--- config.mk ---
export PLATFORM = sky130hd
export DESIGN_NAME = mlp_2_3_1_fitness_top
export DESIGN_NICKNAME = d
export VERILOG_FILES = /design/src/rtl/mlpf_pkg.sv /design/src/rtl/mlpf_div.sv /design/src/rtl/mlpf_front.sv /design/src/rtl/mlpf_back.sv /design/src/rtl/mlp_2_3_1_fitness_top.sv
export VERILOG_INCLUDE_DIRS = /design/src /design/src/rtl
export SDC_FILE = /design/constraint.sdc
export NUM_CORES = 2
export LEC_CHECK = 0
export BUFFER_PORTS_ARGS = -buffer_cell sky130_fd_sc_hd__buf_2
export CAP_MARGIN = 10
export CORE_MARGIN = 3
export CORE_UTILIZATION = 55
export CTS_CLUSTER_DIAMETER = 30
export DETAILED_ROUTE_END_ITERATION = 7
export PLACE_DENSITY = 0.74
export SLEW_MARGIN = 15
export SYNTH_ARGS = -nofsm -noshare
export SYNTH_HDL_FRONTEND = slang
export SYNTH_SLANG_ARGS = --single-unit
--- constraint.sdc ---
create_clock -name clk -period 19.57 [get_ports clk]
set_input_delay 1.957 -clock clk [delete_from_list [all_inputs] [get_ports clk]]
set_output_delay 1.957 -clock clk [all_outputs]
set_load 0.03 [all_outputs]
--- src/rtl/assert_macros.svh ---
`ifndef ASSERT_MACROS_SVH
`define ASSERT_MACROS_SVH

// clocked property check, disabled while the asynchronous reset is low
`define CHK_ASSERT(name, clk, rst_n, prop, msg) \
	name: assert property (@(posedge clk) disable iff (!rst_n) prop) else $error(msg);

// condition that must never be seen at a clock edge
`define CHK_NEVER(name, clk, rst_n, expr, msg) \
	`CHK_ASSERT(name, clk, rst_n, !(expr), msg)

`endif

--- src/rtl/mlpf_pkg.sv ---
// ----------------------------------------------------------------------------
// mlpf_pkg
// Shared types, constants and arithmetic helpers of the 2-3-1 perceptron
// fitness evaluator.
// ----------------------------------------------------------------------------
`timescale 1ns / 1ps

package mlpf_pkg;

	localparam int ROW_COUNT_DEF   = 256;
	localparam int QUEUE_DEPTH_DEF = 4;

	localparam int ERR_W      = 48;
	localparam int RECIP_W    = 33;
	localparam int CFG_IDX_W  = 2;
	localparam int CFG_DATA_W = 48;
	localparam int MUL_X_W    = 33;
	localparam int MUL_Y_W    = 17;
	localparam int MUL_W      = MUL_X_W + MUL_Y_W;
	localparam int PROD_W     = 48;
	localparam int PART_W     = 32;
	localparam int H_W        = 32;
	localparam int Z_W        = 49;
	localparam int Q16_W      = 16;

	localparam logic [CFG_IDX_W-1:0] CFG_IDX_WA = 2'd0;
	localparam logic [CFG_IDX_W-1:0] CFG_IDX_WB = 2'd1;
	localparam logic [CFG_IDX_W-1:0] CFG_IDX_WO = 2'd2;

	localparam logic [Q16_W-1:0] Q16_MAX = 16'hFFFF;

	// segment knees of the piecewise-linear sigmoid, magnitude in Q12.36
	localparam logic [Z_W-1:0] SIG_MAG_SAT = Z_W'(64'd5 << 36);
	localparam logic [Z_W-1:0] SIG_MAG_MID = Z_W'(64'd19 << 33);
	localparam logic [Z_W-1:0] SIG_MAG_ONE = Z_W'(64'd1 << 36);
	localparam logic [16:0] SIG_ONE     = 17'd65536;
	localparam logic [16:0] SIG_OFS_HI  = 17'd55296;
	localparam logic [16:0] SIG_OFS_MID = 17'd40960;
	localparam logic [16:0] SIG_OFS_LO  = 17'd32768;

	typedef struct packed {
		logic signed [15:0] feature_a;
		logic signed [15:0] feature_b;
		logic               label;
		logic               last_sample;
	} in_item_t;

	typedef struct packed {
		logic [15:0] prediction;
		logic [15:0] mean_loss;
		logic        last_out;
	} out_item_t;

	typedef struct packed {
		logic [CFG_DATA_W-1:0] wa;
		logic [CFG_DATA_W-1:0] wb;
		logic [CFG_DATA_W-1:0] wo;
	} weights_t;

	typedef enum logic [3:0] {
		ST_IDLE,
		ST_HA,
		ST_HB,
		ST_HSUM,
		ST_OUT,
		ST_ZFIN,
		ST_SIG,
		ST_SQ,
		ST_ACC,
		ST_DIV,
		ST_EMIT
	} back_state_t;

	// signed Q4.12 weight of unit j from a packed register
	function automatic logic signed [15:0] unit_weight(input logic [CFG_DATA_W-1:0] r,
		input logic [1:0] j);
		logic signed [15:0] w;
		case (j)
			2'd0: w = r[15:0];
			2'd1: w = r[31:16];
			2'd2: w = r[47:32];
			default: w = '0;
		endcase
		return w;
	endfunction

	// piecewise-linear sigmoid, Q12.36 in, Q0.16 out, saturated
	function automatic logic [Q16_W-1:0] sigmoid_q16(input logic signed [Z_W-1:0] z);
		logic [Z_W-1:0] mag;
		logic [16:0]    s;
		logic [16:0]    r;
		mag = z[Z_W-1] ? Z_W'(-z) : Z_W'(z);
		if (mag >= SIG_MAG_SAT) begin
			s = SIG_ONE;
		end else if (mag >= SIG_MAG_MID) begin
			s = 17'(mag >> 25) + SIG_OFS_HI;
		end else if (mag >= SIG_MAG_ONE) begin
			s = 17'(mag >> 23) + SIG_OFS_MID;
		end else begin
			s = 17'(mag >> 22) + SIG_OFS_LO;
		end
		r = z[Z_W-1] ? (SIG_ONE - s) : s;
		return r[16] ? Q16_MAX : r[Q16_W-1:0];
	endfunction

endpackage

--- src/rtl/mlpf_div.sv ---
// ----------------------------------------------------------------------------
// mlpf_div
// Mean of the error sum: drops the low 16 fraction bits, divides by the row
// count with a rounded-up reciprocal multiply, registering the numerator and
// then the product, and saturates the quotient to Q0.16.
// ----------------------------------------------------------------------------
`timescale 1ns / 1ps

module mlpf_div import mlpf_pkg::*; #(
	parameter int DIVISOR = ROW_COUNT_DEF
) (
	input  logic             clk,
	input  logic             arst_n,
	input  logic             start,
	input  logic [ERR_W-1:0] dividend,
	output logic             done,
	output logic [Q16_W-1:0] mean
);

	localparam int NUM_W    = ERR_W - Q16_W;
	localparam int RECIP_SH = NUM_W + $clog2(DIVISOR);
	localparam int PROD2_W  = NUM_W + RECIP_W;
	// ceil(2^RECIP_SH / DIVISOR) is exact for every numerator below 2^NUM_W
	localparam logic [63:0] RECIP_FULL =
		((64'd1 << RECIP_SH) + 64'(DIVISOR) - 64'd1) / 64'(DIVISOR);
	localparam logic [RECIP_W-1:0] RECIP = RECIP_FULL[RECIP_W-1:0];

	logic               num_v_s1;
	logic               prod_v_s2;
	logic [NUM_W-1:0]   num_s1;
	logic [PROD2_W-1:0] prod_s2;
	logic [NUM_W-1:0]   quo;

	always_ff @(posedge clk or negedge arst_n) begin
		if (!arst_n) begin
			num_v_s1  <= 1'b0;
			prod_v_s2 <= 1'b0;
		end else begin
			num_v_s1  <= start;
			prod_v_s2 <= num_v_s1;
		end
	end

	always_ff @(posedge clk) begin
		if (start) begin
			num_s1 <= dividend[ERR_W-1:Q16_W];
		end
		if (num_v_s1) begin
			prod_s2 <= num_s1 * RECIP;
		end
	end

	assign quo  = NUM_W'(prod_s2 >> RECIP_SH);
	assign done = prod_v_s2;
	assign mean = (quo[NUM_W-1:Q16_W] != '0) ? Q16_MAX : quo[Q16_W-1:0];

endmodule

--- src/rtl/mlpf_front.sv ---
// ----------------------------------------------------------------------------
// mlpf_front
// Sample intake: weight registers, input handshake and the sample queue
// that feeds the arithmetic sequencer.
// ----------------------------------------------------------------------------
`timescale 1ns / 1ps
`include "assert_macros.svh"

module mlpf_front import mlpf_pkg::*; #(
	parameter int QUEUE_DEPTH = QUEUE_DEPTH_DEF
) (
	input  logic                  clk,
	input  logic                  arst_n,
	input  logic                  sample_valid,
	output logic                  sample_stall,
	input  in_item_t              sample,
	input  logic                  cfg_we,
	input  logic [CFG_IDX_W-1:0]  cfg_index,
	input  logic [CFG_DATA_W-1:0] cfg_data,
	output weights_t              weights,
	output logic                  q_valid,
	output in_item_t              q_item,
	input  logic                  q_pop
);

	localparam int PTR_W = $clog2(QUEUE_DEPTH);
	localparam int CNT_W = $clog2(QUEUE_DEPTH + 1);
	localparam logic [PTR_W-1:0] PTR_LAST = PTR_W'(QUEUE_DEPTH - 1);
	localparam logic [CNT_W-1:0] CNT_FULL = CNT_W'(QUEUE_DEPTH);

	weights_t         weights_q;
	in_item_t         fifo_q [QUEUE_DEPTH];
	logic [PTR_W-1:0] wr_ptr_q;
	logic [PTR_W-1:0] rd_ptr_q;
	logic [CNT_W-1:0] count_q;
	logic             push;

	always_ff @(posedge clk or negedge arst_n) begin
		if (!arst_n) begin
			weights_q <= '0;
		end else if (cfg_we) begin
			unique case (cfg_index)
				CFG_IDX_WA: weights_q.wa <= cfg_data;
				CFG_IDX_WB: weights_q.wb <= cfg_data;
				CFG_IDX_WO: weights_q.wo <= cfg_data;
				default: ;
			endcase
		end
	end

	assign sample_stall = (count_q == CNT_FULL);
	assign push         = sample_valid && !sample_stall;

	always_ff @(posedge clk or negedge arst_n) begin
		if (!arst_n) begin
			wr_ptr_q <= '0;
			rd_ptr_q <= '0;
			count_q  <= '0;
		end else begin
			if (push) begin
				wr_ptr_q <= (wr_ptr_q == PTR_LAST) ? '0 : wr_ptr_q + 1'b1;
			end
			if (q_pop) begin
				rd_ptr_q <= (rd_ptr_q == PTR_LAST) ? '0 : rd_ptr_q + 1'b1;
			end
			if (push && !q_pop) begin
				count_q <= count_q + 1'b1;
			end else if (q_pop && !push) begin
				count_q <= count_q - 1'b1;
			end
		end
	end

	always_ff @(posedge clk) begin
		if (push) begin
			fifo_q[wr_ptr_q] <= sample;
		end
	end

	assign weights = weights_q;
	assign q_valid = (count_q != '0);
	assign q_item  = fifo_q[rd_ptr_q];

	`CHK_ASSERT(a_count_bound, clk, arst_n, count_q <= CNT_FULL, "queue count past depth")
	`CHK_NEVER(a_pop_empty, clk, arst_n, q_pop && (count_q == '0), "queue popped while empty")

endmodule

--- src/rtl/mlpf_back.sv ---
// ----------------------------------------------------------------------------
// mlpf_back
// Arithmetic sequencer: hidden and output layers, sigmoid, squared error and its
// accumulation (their products share one multiplier), mean divider and result register.
// ----------------------------------------------------------------------------
`timescale 1ns / 1ps
`include "assert_macros.svh"

module mlpf_back import mlpf_pkg::*; #(
	parameter int ROW_COUNT = ROW_COUNT_DEF
) (
	input  logic      clk,
	input  logic      arst_n,
	input  weights_t  weights,
	input  logic      q_valid,
	input  in_item_t  q_item,
	output logic      q_pop,
	output logic      result_valid,
	input  logic      result_stall,
	output out_item_t result
);

	back_state_t state_q;
	back_state_t state_d;

	logic [1:0]               j_q;
	in_item_t                 item_q;
	logic signed [PROD_W-1:0] prod_q;
	logic signed [PART_W-1:0] part_q;
	logic [H_W-1:0]           h_q;
	logic signed [Z_W-1:0]    z_q;
	logic [Q16_W-1:0]         p_q;
	logic [Q16_W-1:0]         mean_q;
	logic [ERR_W-1:0]         error_sum_q;
	logic                     result_valid_q;
	out_item_t                result_q;

	logic signed [MUL_X_W-1:0] op_x;
	logic signed [MUL_Y_W-1:0] op_y;
	logic signed [MUL_W-1:0]   mult_full;
	logic signed [H_W:0]       hsum;
	logic [H_W-1:0]            h_d;
	logic signed [16:0]        diff;
	logic [ERR_W:0]            sum_ext;
	logic [ERR_W-1:0]          sum_sat;
	logic                      div_start;
	logic                      div_done;
	logic [Q16_W-1:0]          div_mean;
	logic                      out_free;

	assign q_pop    = (state_q == ST_IDLE) && q_valid;
	assign out_free = !result_valid_q || !result_stall;

	// p - 65536 for label 1 is p with a sign bit on top
	assign diff = {item_q.label, p_q};

	always_comb begin
		op_x = '0;
		op_y = '0;
		case (state_q)
			ST_HA: begin
				op_x = MUL_X_W'(item_q.feature_a);
				op_y = MUL_Y_W'(unit_weight(weights.wa, j_q));
			end
			ST_HB: begin
				op_x = MUL_X_W'(item_q.feature_b);
				op_y = MUL_Y_W'(unit_weight(weights.wb, j_q));
			end
			ST_OUT: begin
				op_x = {1'b0, h_q};
				op_y = MUL_Y_W'(unit_weight(weights.wo, j_q));
			end
			ST_SQ: begin
				op_x = MUL_X_W'(diff);
				op_y = diff;
			end
			default: ;
		endcase
	end

	assign mult_full = op_x * op_y;

	assign hsum    = (H_W + 1)'(part_q) + (H_W + 1)'($signed(prod_q[PART_W-1:0]));
	assign h_d     = hsum[H_W] ? '0 : hsum[H_W-1:0];
	assign sum_ext = {1'b0, error_sum_q} + (ERR_W + 1)'(prod_q[32:0]);
	assign sum_sat = sum_ext[ERR_W] ? '1 : sum_ext[ERR_W-1:0];

	assign div_start = (state_q == ST_ACC) && item_q.last_sample;

	mlpf_div #(
		.DIVISOR (ROW_COUNT)
	) u_div (
		.clk      (clk),
		.arst_n   (arst_n),
		.start    (div_start),
		.dividend (sum_sat),
		.done     (div_done),
		.mean     (div_mean)
	);

	always_ff @(posedge clk or negedge arst_n) begin
		if (!arst_n) begin
			state_q <= ST_IDLE;
		end else begin
			state_q <= state_d;
		end
	end

	always_comb begin
		state_d = state_q;
		unique case (state_q)
			ST_IDLE: if (q_valid) state_d = ST_HA;
			ST_HA:   state_d = ST_HB;
			ST_HB:   state_d = ST_HSUM;
			ST_HSUM: state_d = ST_OUT;
			ST_OUT:  state_d = (j_q == 2'd2) ? ST_ZFIN : ST_HA;
			ST_ZFIN: state_d = ST_SIG;
			ST_SIG:  state_d = ST_SQ;
			ST_SQ:   state_d = ST_ACC;
			ST_ACC:  state_d = item_q.last_sample ? ST_DIV : ST_EMIT;
			ST_DIV:  if (div_done) state_d = ST_EMIT;
			ST_EMIT: if (out_free) state_d = ST_IDLE;
			default: state_d = ST_IDLE;
		endcase
	end

	always_ff @(posedge clk or negedge arst_n) begin
		if (!arst_n) begin
			j_q            <= '0;
			error_sum_q    <= '0;
			result_valid_q <= 1'b0;
		end else begin
			if (q_pop) begin
				j_q <= '0;
			end else if (state_q == ST_OUT) begin
				j_q <= j_q + 1'b1;
			end
			if (state_q == ST_ACC) begin
				error_sum_q <= item_q.last_sample ? '0 : sum_sat;
			end
			if ((state_q == ST_EMIT) && out_free) begin
				result_valid_q <= 1'b1;
			end else if (!result_stall) begin
				result_valid_q <= 1'b0;
			end
		end
	end

	always_ff @(posedge clk) begin
		if (q_pop) begin
			item_q <= q_item;
		end
		case (state_q)
			ST_HA: begin
				prod_q <= mult_full[PROD_W-1:0];
				// previous unit's output product joins z here
				z_q <= (j_q == 2'd0) ? '0 : z_q + Z_W'(prod_q);
			end
			ST_HB: begin
				part_q <= prod_q[PART_W-1:0];
				prod_q <= mult_full[PROD_W-1:0];
			end
			ST_HSUM: h_q <= h_d;
			ST_OUT:  prod_q <= mult_full[PROD_W-1:0];
			ST_ZFIN: z_q <= z_q + Z_W'(prod_q);
			ST_SIG:  p_q <= sigmoid_q16(z_q);
			ST_SQ:   prod_q <= mult_full[PROD_W-1:0];
			ST_ACC:  if (!item_q.last_sample) mean_q <= '0;
			ST_DIV:  if (div_done) mean_q <= div_mean;
			ST_EMIT: begin
				if (out_free) begin
					result_q.prediction <= p_q;
					result_q.mean_loss  <= mean_q;
					result_q.last_out   <= item_q.last_sample;
				end
			end
			default: ;
		endcase
	end

	assign result_valid = result_valid_q;
	assign result       = result_q;

	`CHK_ASSERT(a_result_from_emit, clk, arst_n, $rose(result_valid_q) |-> $past(state_q == ST_EMIT), "result raised outside emit")
	`CHK_ASSERT(a_sum_cleared, clk, arst_n, ((state_q == ST_ACC) && item_q.last_sample) |=> (error_sum_q == '0), "error sum not cleared on last sample")

endmodule

--- src/rtl/mlp_2_3_1_fitness_top.sv ---
// ----------------------------------------------------------------------------
// mlp_2_3_1_fitness_top: 2-3-1 perceptron mean-squared-error evaluator
// the sequencer takes a new sample only after emitting its last result, since
// ten products share one 33x17 multiplier in it; a last sample also waits for the
// mean divider's reciprocal multiply by 1/ROW_COUNT
// reset clears weights, sample queue and error sum at once, no clearing pass
// ----------------------------------------------------------------------------
`timescale 1ns / 1ps

module mlp_2_3_1_fitness_top import mlpf_pkg::*; #(
	parameter int ROW_COUNT   = ROW_COUNT_DEF,
	parameter int QUEUE_DEPTH = QUEUE_DEPTH_DEF
) (
	input  logic                  clk,
	input  logic                  arst_n,
	input  logic                  sample_valid,
	output logic                  sample_stall,
	input  in_item_t              sample,
	output logic                  result_valid,
	input  logic                  result_stall,
	output out_item_t             result,
	input  logic                  cfg_we,
	input  logic [CFG_IDX_W-1:0]  cfg_index,
	input  logic [CFG_DATA_W-1:0] cfg_data
);

	weights_t weights;
	logic     q_valid;
	in_item_t q_item;
	logic     q_pop;

	mlpf_front #(
		.QUEUE_DEPTH (QUEUE_DEPTH)
	) u_front (
		.clk          (clk),
		.arst_n       (arst_n),
		.sample_valid (sample_valid),
		.sample_stall (sample_stall),
		.sample       (sample),
		.cfg_we       (cfg_we),
		.cfg_index    (cfg_index),
		.cfg_data     (cfg_data),
		.weights      (weights),
		.q_valid      (q_valid),
		.q_item       (q_item),
		.q_pop        (q_pop)
	);

	mlpf_back #(
		.ROW_COUNT (ROW_COUNT)
	) u_back (
		.clk          (clk),
		.arst_n       (arst_n),
		.weights      (weights),
		.q_valid      (q_valid),
		.q_item       (q_item),
		.q_pop        (q_pop),
		.result_valid (result_valid),
		.result_stall (result_stall),
		.result       (result)
	);

endmodule

# After elaboration in Yosys (flattened, before gate mapping)
# Memories as Yosys holds them, arrays and structs flattened. A register that Yosys moved wholly into a read port is not among the register bits.
# Cells that the tools add are included.
# classes
n_addsub,14
n_mul,1
div_mod_pow,0
order_cmp,3
n_eq_ne,22
shifts,0
n_mux,35
n_bitwise,0
n_reduce_logical,28
# op_table
cell,n
16-bit one-hot mux with 3 select lines,3
33-bit one-hot mux with 4 select lines,1
49-bit two-way mux,2
49-bit one-hot mux with 2 select lines,1
48-bit two-way mux,2
17-bit two-way mux,5
17-bit one-hot mux with 4 select lines,1
"17-bit by 16-bit adder with 17-bit output, second input constant",3
48-bit by 33-bit adder with 49-bit output,1
49-bit by 48-bit adder with 49-bit output,1
49-bit adder,1
"49-bit by 37-bit >= comparator with 1-bit output, second input constant",1
"49-bit by 38-bit >= comparator with 1-bit output, second input constant",1
"49-bit by 39-bit >= comparator with 1-bit output, second input constant",1
49-bit negation,1
33-bit by 17-bit multiplier with 48-bit output,1
16-bit two-way mux,3
4-bit one-hot mux with 11 select lines,1
32-bit by 32-bit adder with 33-bit output,1
16-bit one-hot mux with 2 select lines,1
"17-bit subtractor, first input constant",1
"4-bit by 3-bit equality test with 1-bit output, second input constant",4
16-bit nonzero test,1
"4-bit equality test, second input constant",3
other kinds (24),62
# word_totals
regBits,498
latchBits,0
ram_bits,136
mem_bits_ro,0
inputBits,89
out_inout_bits,35
memories,1
# memory_table
name,words,width,read_ports,rd_clocked_by_memory_dff,wr,line_no,rtl
u_front.fifo_q,4,34,1,1,1,mlpf_front.sv:32,in_item_t fifo_q [QUEUE_DEPTH];

# Depth between registers and ports, before layout
# depth
ltp_word,9
ltp_mapped,37

# Hierarchy
# From an unflattened synthesis, not the netlist that was laid out.
# hier_totals
cells_unflattened,4814
area_unflattened_um2,51436.8
# modules_own_cells
mod,n_inst,cells_each,area_each_um2,seq_area_each_um2
mlpf_back,1,4223,39097.5,9183.8
mlpf_front,1,521,10680.2,7862.5
mlpf_div,1,70,1659.1,1491.4

# Least setup slack after synthesis
# OpenSTA, ideal clock, no wires.
# synth_path
path_type,flip-flop to flip-flop
start,reg u_back.j_q[0]
end,"reg u_back.prod_q[46], data pin"
setup_ns,0.265
arrival_time_ns,8.922
required_ns,19.305
slack_ns,10.383
path_stages_with_launch,34
synth_period_minus_slack_ns,9.187
cell_sequence,dfrtp_1 -> ha_1 -> clkbuf_1 -> clkbuf_1 -> a222oi_1 -> nor2_1 -> a2111oi_0 -> clkbuf_1 -> nor2_1 -> fa_1 -> inv_1 -> fa_1 -> inv_1 -> fa_1 -> inv_1 -> fa_1 -> inv_1 -> fa_1 -> inv_1 -> fa_1 -> inv_1 -> ha_1 -> a21o_1 -> o41ai_1 -> a211oi_1 -> o31a_1 -> a311o_1 -> and3_1 -> o21ai_0 -> a21oi_1 -> a211o_1 -> a21oi_1 -> o21ai_0 -> xor2_1
# synth_via
elab_chain_cells,4
elab_cells_between_ends,8
classes_between,mul (1); eq/ne (2); mux (4); reduce/logical (1)
# synth_rtl
element,line_no,rtl
from (decl),mlpf_back.sv:26,logic [1:0] j_q;
from (signal assigned),mlpf_back.sv:136,j_q <= j_q + 1'b1;
2-bit equality test (tied with other cells),mlpf_pkg.sv:78,case (j)
16-bit one-hot mux with 3 select lines,mlpf_pkg.sv:78,
17-bit one-hot mux with 4 select lines (*),mlpf_back.sv:60,case (state_q)
33-bit by 17-bit multiplier with 48-bit output (*),mlpf_back.sv:81,assign mult_full = op_x * op_y;
named net u_back.mult_full[46],mlpf_back.sv:40,logic signed [MUL_W-1:0] mult_full;
to (signal assigned),mlpf_back.sv:155,prod_q <= mult_full[PROD_W-1:0];
to (signal assigned),mlpf_back.sv:161,prod_q <= mult_full[PROD_W-1:0];
to (signal assigned),mlpf_back.sv:164,ST_OUT: prod_q <= mult_full[PROD_W-1:0];
to (decl),mlpf_back.sv:28,logic signed [PROD_W-1:0] prod_q;
# Mark *: on every way through the listed nets, which the timed path passes. The rest lies on a longest branch.
# A chain may end at the register's enable or synchronous reset.

# Final worst setup path
# layout_path
start,reg u_back.state_q[3]
end,"reg u_back.prod_q[43], data pin"
# layout_via
elab_chain_cells,3
elab_cells_between_ends,7
classes_between,mul (1); eq/ne (4); mux (2)
# layout_rtl
element,line_no,rtl
from (decl),mlpf_back.sv:23,back_state_t state_q;
from (signal assigned),mlpf_back.sv:105,state_q <= state_d;
4-bit by 3-bit equality test with 1-bit output (tied with other cells),mlpf_back.sv:60,
33-bit one-hot mux with 4 select lines or 17-bit one-hot mux with 4 select lines (tied branches),mlpf_back.sv:60,
33-bit by 17-bit multiplier with 48-bit output (*),mlpf_back.sv:81,
named net u_back.mult_full[43],mlpf_back.sv:40,
# Marked as above.

==> impl_metrics.csv <==
group,metric,value,unit
outcome,status,"completed",
yosys,synth-seq-cells,652,
worst_hold_path,min_path_cells,0,
critical_path,regToRegStartpoint,"u_back.state_q[3]$_DFFE_PN0P_",
critical_path,cp_max_fo,51,
sta,period_share,0.527,
clock_network,post_cts_resized,0,
floorplan,pin_count,124,
critical_path,cp-end-kind,"flop",
yosys,syn_nets,5664,
sta,slew_viol_final,0,
yosys,synth_area,51100,µm²
final_layout,utilization,0.624,
place,dp_hpwl,104000,µm
critical_path,worstPathRequired,19.94,ns
yosys,postSynthCellCount,4802,
global_routing,track_usage,0.288,
clock_network,cts_tree,"yes",
critical_path,crit_cells,29,
sta,setup-tns-final,0,ns
sta,max_freq,96.9,MHz
floorplan,coreArea,91800,µm²
routing,drt_iter0_markers,3783,
routing,dr.pass1.iters,8,
yosys,ys_types,101,
critical_path,critPathLaunchType,"flop",
final_layout,syn2layout_area_growth,12.2,%
yosys,synth-main-ff-cell,"edfxtp_1",
floorplan,fp.dieH,311,µm
global_routing,antenna_found_initial,9,
routing,wirelength,139000,µm
clock_network,clock_latency,0.71,ns
clock_network,cts_hold_buf,0,
place,io_buffers,123,
power,powerDensity,69.4,nW/µm²
sta,clock_skew,0.0817,ns
place,dp_slack,9.49,ns
routing,routed_via_density,6.00,
critical_path,path_buf_inv,4,
global_routing,grt_pass1_vias,38100,
critical_path,reg2reg_depth,29,
floorplan,die_area,96600,µm²
job,cap_violations,0,
place,gp_congestion,0.970,
sta,setup_violations,0,
worst_hold_path,hold_path_class,"reg2reg",
sta,hold_violations,0,
global_routing,grt_start_max_net_pins,83,
critical_path,slowest_delay,0.71,ns
routing,vias,37500,
routing,ant_nets,0,
global_routing,grt_overflow,0,
sta,slew_headroom,0.273,
clock_network,cts-buffers-inserted,118,
floorplan,fp-row-count,111,
yosys,synth_area_per_cell,10.6,µm²
sta,worst_pin_slew,1.08,ns
worst_hold_path,hold_end,"u_back.u_div.prod_s2[48]$_DFFE_PP_",
clock_network,ctsHtreeMaxLevel,3,
final_layout,final-instance-count-excl-fill,6255,
clock_network,cts_root_buf,"clkbuf_16",
clock_network,clock_path_buffers,3,
clock_network,cts_setup_buffers,0,
routing,post-route-drc-count,0,
power,p_total,3.98,mW
power,p_leak,24.6,nW
place,placed_cells,6022,
worst_hold_path,worstHoldStart,"u_back.u_div.num_s1[16]$_DFFE_PP_",
yosys,synth_seq_area_share,0.363,
critical_path,worstReg2RegEnd,"u_back.prod_q[43]$_DFFE_PN_",
yosys,async_reset_ff_frac,0.319,
routing,routedWlPerCell,22.2,µm
critical_path,critical_path_arrival,10.69,ns
floorplan,initial_core_util,0.556,
final_layout,nets,5761,
final_layout,drive_gt1_frac,0.129,
clock_network,clock_sinks,652,
critical_path,worst_path_most_repeated_cell,"fa_1",
sta,fin_ws,9.25,ns
sta,period_needed,10.32,ns
yosys,synth_edf_count,444,
critical_path,cp_slowest_cell,"o22ai_1",
global_routing,grt_pass1_wl,218000,µm
critical_path,critical_path_class,"reg2reg",
yosys,synth_warnings,0,
critical_path,path_delay_family,"compound AO/OA/AOI/OAI gates",
floorplan,die_w,311,µm
power,ir_drop,0.0965,mV
sta,grt_setup_unrepaired,"false",
critical_path,rrSetupSlack,9.25,ns
clock_network,clk_pin_slew,0.06,ns
-- metrics by stage --
stage | hold WS (ns) | cell area [µm²]
after floorplan | 0.400 | 51100
after global placement | 0.401 | 53000
after detailed placement | 0.405 | 53000
after CTS | 0.401 | 57300
after global routing | 0.405 | 57300
final | 0.402 | 57300
-- cell type report --
type / instances / area (µm²)
diodes: 8 / 20.0
clock buffers: 130 / 3040
clock inverters: 95 / 1240
fillers: 7083 / 34500
inverters: 593 / 2230
multi-input cells: 3358 / 29700
flip-flops and latches: 652 / 18500
well taps: 1243 / 1560
repair buffers: 176 / 1020
-- registers in the layout, summed over array words and instances, names as in the netlist, 4 cells and up --
name                  cells
u_back.u_div.num_s1      24
u_back.prod_q            48
u_back.result            33
u_back.item_q            33
u_front.fifo_q          136
u_back.state_q            4
u_back.u_div.prod_s2     24
u_back.z_q               49
u_back.error_sum_q       48
u_back.p_q               16
u_back.h_q               32
u_back.mean_q            16
u_back.part_q            32
u_front.weights         144
-- Yosys cell counts (7+ instances only) --
cell type  number  area, µm²
mux4_2         34        766
xnor2_1       101        885
clkbuf_1      177        664
o31a_1          9       78.8
mux2_2        151       1700
or4_1           7       52.6
nand2b_1       43        269
a31oi_1        26        163
o41ai_1         9       78.8
a2111oi_0       9       78.8
a211oi_1       29        218
nor4_1         25        156
and2_1         37        231
mux2i_1        10        100
ha_1          247       3090
nor2_1        544       2040
a22o_1         10       87.6
fa_1          526      10500
or2_2          14       87.6
o22ai_1        11       68.8
o211ai_1       16        120
and4_1          7       61.3
a21oi_1       173        866
dfrtp_1       208       5200
nand4_1        21        131
edfxtp_1      444      13300
o31ai_1        25        188
and3_1         45        282
nand3_1        91        455
o22a_1         11       96.3
a21boi_0        9       67.6
nor3_1         61        305
inv_1         590       2210
a222oi_1       48        480
nor2b_1        33        206
o21bai_1       14        105
a22oi_1        17        128
o21a_1         55        413
a21o_1         54        405
a211o_1         8       70.1
o21ai_0       122        611
nand2_1       479       1800
buf_1          13       48.8
xor2_1         90        788
or3_1          31        194
-- power breakdown --
part | switching [mW] | total (mW) | internal [mW]
combinational | 0.104 | 0.195 | 0.0909
sequential | 0.0537 | 1.65 | 1.60
clock | 0.757 | 2.13 | 1.37
total | 0.915 | 3.98 | 3.06
-- how the worst max path moves through the flow --
stage	from	to
after floorplan	u_back.j_q[0]$_DFFE_PN0P_	u_back.prod_q[46]$_DFFE_PN_
after global placement	u_back.state_q[1]$_DFFE_PN0P_	u_back.prod_q[46]$_DFFE_PN_
after detailed placement	u_back.state_q[3]$_DFFE_PN0P_	u_back.prod_q[46]$_DFFE_PN_
after CTS	u_back.state_q[1]$_DFFE_PN0P_	u_back.prod_q[46]$_DFFE_PN_
after global routing	u_back.state_q[3]$_DFFE_PN0P_	u_back.prod_q[46]$_DFFE_PN_
final	u_back.state_q[3]$_DFFE_PN0P_	u_back.prod_q[43]$_DFFE_PN_
-- worst reg2reg max path: cells and delay by family (launching register included) --
| kind | cells | cell delay [ns] |
|---|---|---|
| XOR/XNOR | 1 | 0.10 |
| AND/OR/NAND/NOR | 6 | 1.63 |
| buffers and inverters | 4 | 0.64 |
| flip-flops | 1 | 0.53 |
| AO/OA/AOI/OAI | 11 | 3.64 |
| adder cells (fa/ha/maj) | 7 | 3.51 |
-- cells in the final DEF (no fill, tap or decap), drive strengths merged, types with 22 or more instances in the layout --
master,netlist,layout
mux4,34,34
a211oi,29,29
o21ai,126,126
inv,591,620
nand2,480,480
a222oi,48,48
or3,31,31
clkbuf,177,130
nor2b,33,33
nor3,67,67
nand2b,43,43
xor2,90,90
and2,38,38
edfxtp,444,444
nand4,22,22
buf,22,176
fa,526,526
nor2,544,544
nor4,30,30
and3,46,46
a31oi,26,26
mux2,151,151
nand3,93,93
a21o,54,54
o31ai,25,25
ha,247,247
dfrtp,208,208
a21oi,173,173
o21a,55,55
clkinv,2,37
xnor2,102,102
-- logic make-up after synthesis --
logic type | Yosys count | share of synthesized area
adders and majority gates | 773 | 0.267
buffers and inverters | 792 | 0.0588
muxes | 195 | 0.0502
and+or+nand+nor | 1478 | 0.131
AOI/OAI and AO/OA | 720 | 0.0968
xor gates and xnor gates | 192 | 0.0333
DFF | 652 | 0.363
-- layer usage --
layer / up-vias / track usage / wire length [µm] / share of wire
met3: 391 / 0.0545 / 10900 / 0.079
met1: 18800 / 0.385 / 55800 / 0.40
li1: 16600 / - / - / -
met2: 1709 / 0.453 / 64500 / 0.46
met5: - / 0 / 27 / 0.00019
met4: 4 / 0.147 / 7780 / 0.056
Power figures use the tool's default switching activity.
